## src/hw/rtl/cfps_pkg.sv

```systemverilog
// ----------------------------------------------------------------------------
// cfps_pkg
// Shared widths, codes, state type and control structs of the pulse shaper.
// ----------------------------------------------------------------------------
`timescale 1ns / 1ps

package cfps_pkg;

   localparam int SAMPLE_W      = 16;
   localparam int GAIN_W        = 15;
   localparam int TAP_IDX_W     = 9;
   localparam int PROD_W        = 2 * SAMPLE_W;
   localparam int FRAC_SHIFT    = 30;
   localparam int TAP_COUNT_DEF = 301;

   localparam logic [GAIN_W-1:0]   GAIN_RESET = 15'd1500;
   localparam logic [SAMPLE_W-1:0] SAT_MAX    = 16'h7FFF;
   localparam logic [SAMPLE_W-1:0] SAT_MIN    = 16'h8000;

   // request opcodes
   localparam logic OP_LOAD   = 1'b0;
   localparam logic OP_SAMPLE = 1'b1;

   typedef enum logic [2:0] {
      ST_CLEAR,
      ST_IDLE,
      ST_MAC,
      ST_DRAIN,
      ST_GAIN_LO,
      ST_GAIN_HI,
      ST_SUM,
      ST_OUT
   } cfps_state_type;

   typedef struct packed {
      logic clear_step;
      logic load_tap;
      logic start_sample;
      logic mac_issue;
      logic gain_lo;
      logic gain_hi;
      logic sum;
      logic out_load;
   } cfps_cmd_type;

   typedef struct packed {
      logic cnt_last;
      logic pipe_busy;
      logic rsp_free;
   } cfps_status_type;

endpackage

```

## src/hw/rtl/cfps_ctrl.sv

```systemverilog
// ----------------------------------------------------------------------------
// cfps_ctrl
// Sequencer: clearing pass, tap walk, gain steps and result hand-off.
// ----------------------------------------------------------------------------
`timescale 1ns / 1ps

module cfps_ctrl
   import cfps_pkg::*;
(
   input  logic            clock,
   input  logic            reset,
   input  logic            req_valid,
   input  logic            req_op,
   output logic            req_stall,
   input  cfps_status_type status,
   output cfps_cmd_type    cmd
);

   cfps_state_type state_ff, state_in;

   always_ff @(posedge clock) begin
      if (reset) begin
         state_ff <= ST_CLEAR;
      end else begin
         state_ff <= state_in;
      end
   end

   always_comb begin
      state_in = state_ff;
      case (state_ff)
         ST_CLEAR: begin
            if (status.cnt_last) state_in = ST_IDLE;
         end
         ST_IDLE: begin
            if (req_valid && req_op == OP_SAMPLE) state_in = ST_MAC;
         end
         ST_MAC: begin
            if (status.cnt_last) state_in = ST_DRAIN;
         end
         ST_DRAIN: begin
            if (!status.pipe_busy) state_in = ST_GAIN_LO;
         end
         ST_GAIN_LO: state_in = ST_GAIN_HI;
         ST_GAIN_HI: state_in = ST_SUM;
         ST_SUM:     state_in = ST_OUT;
         ST_OUT: begin
            if (status.rsp_free) state_in = ST_IDLE;
         end
         default: state_in = ST_CLEAR;
      endcase
   end

   always_comb begin
      cmd              = '0;
      req_stall        = 1'b1;
      case (state_ff)
         ST_CLEAR: cmd.clear_step = 1'b1;
         ST_IDLE: begin
            req_stall        = 1'b0;
            cmd.load_tap     = req_valid && req_op == OP_LOAD;
            cmd.start_sample = req_valid && req_op == OP_SAMPLE;
         end
         ST_MAC:     cmd.mac_issue = 1'b1;
         ST_DRAIN:   cmd = '0;
         ST_GAIN_LO: cmd.gain_lo = 1'b1;
         ST_GAIN_HI: cmd.gain_hi = 1'b1;
         ST_SUM:     cmd.sum = 1'b1;
         ST_OUT:     cmd.out_load = status.rsp_free;
         default:    cmd = '0;
      endcase
   end

endmodule

```

## config.mk

```make
export PLATFORM = sky130hd
export DESIGN_NAME = cfps_ctrl
export DESIGN_NICKNAME = d
export VERILOG_FILES = /design/src/hw/rtl/cfps_pkg.sv /design/src/hw/rtl/cfps_ctrl.sv
export SDC_FILE = /design/constraint.sdc
export NUM_CORES = 1
export LEC_CHECK = 0
export BUFFER_PORTS_ARGS = -buffer_cell sky130_fd_sc_hd__buf_2
export CAP_MARGIN = 30
export CORE_AREA = 2 2 39 41
export CTS_BUF_LIST = sky130_fd_sc_hd__clkbuf_4 sky130_fd_sc_hd__clkbuf_8 sky130_fd_sc_hd__clkbuf_16
export CTS_CLUSTER_SIZE = 20
export DETAILED_ROUTE_END_ITERATION = 12
export DIE_AREA = 0 0 41 43
export PLACE_DENSITY = 0.42
export SLEW_MARGIN = 40
export SYNTH_ARGS = -nofsm -noshare
export SYNTH_HDL_FRONTEND = slang
export SYNTH_SLANG_ARGS = --single-unit
```

## constraint.sdc

```tcl
create_clock -name clock -period 2.9 [get_ports clock]
set_clock_uncertainty 0.2 [all_clocks]
set_input_delay 0.58 -clock clock [delete_from_list [all_inputs] [get_ports clock]]
set_output_delay 0.58 -clock clock [all_outputs]
set_load 0.01 [all_outputs]
```

# Yosys cells after proc, flatten, opt, wreduce, memory -nomap -nowiden
# Cells that the tools add are included.
# classes
n_addsub	0
mul	0
div	0
order_cmp	0
n_eq_ne	12
shifts	0
muxes	14
bitwise	1
reduce_logical	4
# ops
cell	count
case mux 3 bit (8 select lines)	1
two-way mux 3 bit	5
== test 3 bit, second input constant	4
!= test 2 bit, second input constant	5
two-way mux 1 bit	7
== test 3 x 2 -> 1 bit, second input constant	2
AND reduction 5 bit	1
== test 3 x 1 -> 1 bit, second input constant	1
logical NOT 3 bit	1
logical AND 1 bit	2
two-way mux 2 bit	1
inverter 1 bit	1
# word_totals
regBits	3
latchBits	0
ram_bits	0
romBits	0
in_bits	7
n_memories	0

# Depth between registers and ports, before layout
# logic_depth
ltp_word	3
mapped_depth	4
mapped_depth_nobuf	3

# Worst setup path after synthesis
# Ideal clock, no wire load.
# synth_path
path_kind	register to output
from	register state_ff[2]
to	output port cmd[6] (netlist bit)
arrival_ns	0.905
slack_ns	1.215
stages_incl_launch_ff	5
n_path_buf	1
cell_sequence	dfxtp_1 buf_6 nor3b_1 nand2_1 nor2_1
# synth_lines
element	line_no	source
from (decl)	cfps_ctrl.sv:19	cfps_state_type state_ff, state_in;
from (signal assigned)	cfps_ctrl.sv:25	state_ff <= state_in;
to (decl)	cfps_ctrl.sv:16	output cfps_cmd_type cmd

==> run_results.csv <==
group,metric,value,unit
clocking,ctsHoldBuffers,0,
critical_path,reg2reg_depth,3,
timing,relSlewSlack,75.1,%
power,leakage,0.164,nW
critical_path,max_stage_delay,0.53,ns
critical_path,reg2reg_from,"state_ff[2]",
critical_path,start_kind,"register",
cells_and_area,max_flop_register,"state_ff",
timing,tightest_slew,0.373,ns
critical_path,slowest_stage,"dfxtp_1",
min_path,hold_depth,2,
yosys,synth.area.mux_share,0,%
timing,setup_tns,0,ns
timing,slew_violations,0,
yosys,synthXorXnorAreaFrac,0,%
power,power.density,470,mW/mm2
min_path,hold_path.class,"input port to register",
global_routing,grt_pass1_wl,862,um
global_routing,antenna_found_initial,0,
yosys,netlist.area_leader.share,26.4,%
yosys,yosys.area.top_type,"dfxtp_1",
detailed_routing,drt-met1-wl,260,um
detailed_routing,vias_per_cell,4.40,
critical_path,reg2reg_to,"state_ff[0]",
yosys,synthSimpleGateAreaFrac,35.7,%
cells_and_area,drive_above_1_share,43.5,%
detailed_routing,wl,554,um
yosys,synth-compound-area-share,25.3,%
die,io_pins,16,
global_routing,grt_max_degree,13,
flow_run,drv_cap,0,
yosys,ys_seq_elements,3,
yosys,syn_avg_cell_area,7.59,um2
yosys,synth_top_family_by_area,"simple AND/OR/NAND/NOR gates",
critical_path,crit_chain,"nor3b_1 > and3_1 > buf_2",
critical_path,worst-r2r-setup-slack,1.60,ns
placed_design,detailed_place_hpwl,414,um
clocking,clkTransAtPathRegs,0.04,ns
detailed_routing,dr.pass1.iters,2,
detailed_routing,avgRoutedWirePerCell,8.94,um
timing,fmax,454,MHz
clocking,htree_levels,1,
yosys,ys_top_cells_by_area,"dfxtp_1, nor3b_1, nor3_1",
timing,finalSetupViolations,0,
min_path,min_delay_worst_endpoint,"state_ff[0]",
clocking,cts_buffer_depth,2,
die,dieWidth,41,um
clocking,numCtsBuffers,3,
yosys,synthArstFlopShare,0,%
power,vdd_drop_max,0.106,mV
yosys,ys.flop_type,"dfxtp_1",
die,initial_core_util,16.5,%
detailed_routing,topRoutingLayerUsed,"met4",
clocking,post_cts_buffers,0,
die,coreArea,0.00138,mm2
critical_path,path_max_fanout,12,
detailed_routing,drtIter0Drc,3,
critical_path,critPathKind,"register to primary output",
global_routing,globalRouteOverflowTotal,0,
yosys,synth_nets,37,
detailed_routing,wl_met3,50,um
cells_and_area,final_nets,54,
yosys,synth_seq_area_share,26.4,%
detailed_routing,num_vias,273,
power,power.total,0.156,mW
cells_and_area,final_core_util,24.0,%
clocking,cts_root_buffer,"clkbuf_4",
global_routing,grt_usage,7.22,%
clocking,clock-sinks,3,
clocking,ctsResizeCount,0,
detailed_routing,remaining_drc_errors,0,
yosys,ys_types,17,
global_routing,grt_pass1_vias,220,
clocking,tritoncts,"built",
yosys,synth_edf_count,0,
outcome,status,"finished, final reports clean",
yosys,netlist_area,228,um2
die,rows,14,
timing,final_hold_viol_count,0,
critical_path,critPathRequiredTime,2.12,ns
yosys,synthAdderAreaFrac,0,%
timing,finalCritPeriodShare,76.0,%
die,dieArea,0.00176,mm2
critical_path,crit_arrival,1.42,ns
timing,rsz0062_at_grt,"no",
placed_design,port_buffers,15,
cells_and_area,fin_area,332,um2
min_path,min_from,"reset",
yosys,synthTopCellsByCount,"nor2_1, nor3b_1, dfxtp_1, nor3_1",
cells_and_area,antenna_cells,0,
detailed_routing,ant_nets,0,
cells_and_area,largest_reg_flops,3,
die,die_h,43,um
detailed_routing,wl_met2,233,um
yosys,yosysWarnings,0,
critical_path,critical_path.top_delay_family,"simple AND/OR/NAND/NOR gates",
cells_and_area,area_delta_synth_final,45.6,%
timing,period_needed,2.20,ns
placed_design,gp_congestion,0.676,
placed_design,post_dp_cell_area,302,um2
clocking,clk-insertion-delay-late,0.23,ns
cells_and_area,layoutNonFillerInstCount,62,
critical_path,cp-end-kind,"primary output",
cells_and_area,top_regs,"state_ff: 3 flops",
critical_path,cp.buffers_inverters,1,
yosys,syn_inst,30,
placed_design,place_inst,58,
-- layout by cell type (no fill, tap or decap), drive strengths merged --
cell,instances
buf,15
nor3b,4
nor2,4
clkbuf,4
nor3,3
dfxtp,3
inv,2
a21o,2
a311oi,2
and3,1
nand3,1
nand2,1
a32oi,1
or2,1
o21ai,1
a21oi,1
-- kinds of logic after synthesis --
| kind of cell | after synthesis |
|---|---|
| compound gates | 7 |
| buf+inv | 5 |
| flops | 3 |
| simple gates | 15 |
-- layout make-up --
type	count	area (um2)
Clock buffer	4	30.0
Fill cell	168	1050
Timing Repair Buffer	15	75.1
Tap cell	16	20.0
Sequential cell	3	60.1
Inverter	2	7.51
Multi-Input combinational cell	22	139
-- per-layer routing --
metal  vias up  track usage (%)
li1        144                -
met4         0             6.00
met2        13             9.38
met3         2             1.57
met5         -                0
met1       114             9.62
-- metrics by stage --
stage | hold slack, ns | setup slack (ns)
after global routing | 0.346 | 0.557
after floorplan | 0.342 | 1.22
after detailed placement | 0.474 | 0.925
after global placement | 0.458 | 0.969
final | 0.349 | 0.697
after CTS | 0.350 | 0.672
-- where the power goes --
| group | switching (mW) | internal, mW |
|---|---|---|
| logic | 0.0115 | 0.0130 |
| clock network | 0.0209 | 0.0608 |
| registers | 0.00595 | 0.0436 |
| total | 0.0384 | 0.117 |
-- worst max path at each step --
stage / start / end / slack, ns / cells past startpoint
after floorplan: state_ff[2] / cmd[6] / 1.22 / 4
after global placement: state_ff[0] / cmd[5] / 0.97 / 3
after detailed placement: state_ff[0] / cmd[5] / 0.93 / 3
after CTS: state_ff[0] / cmd[5] / 0.67 / 3
after global routing: state_ff[0] / cmd[6] / 0.56 / 4
final: state_ff[0] / cmd[5] / 0.70 / 3
(Power assumes the default switching activity.)
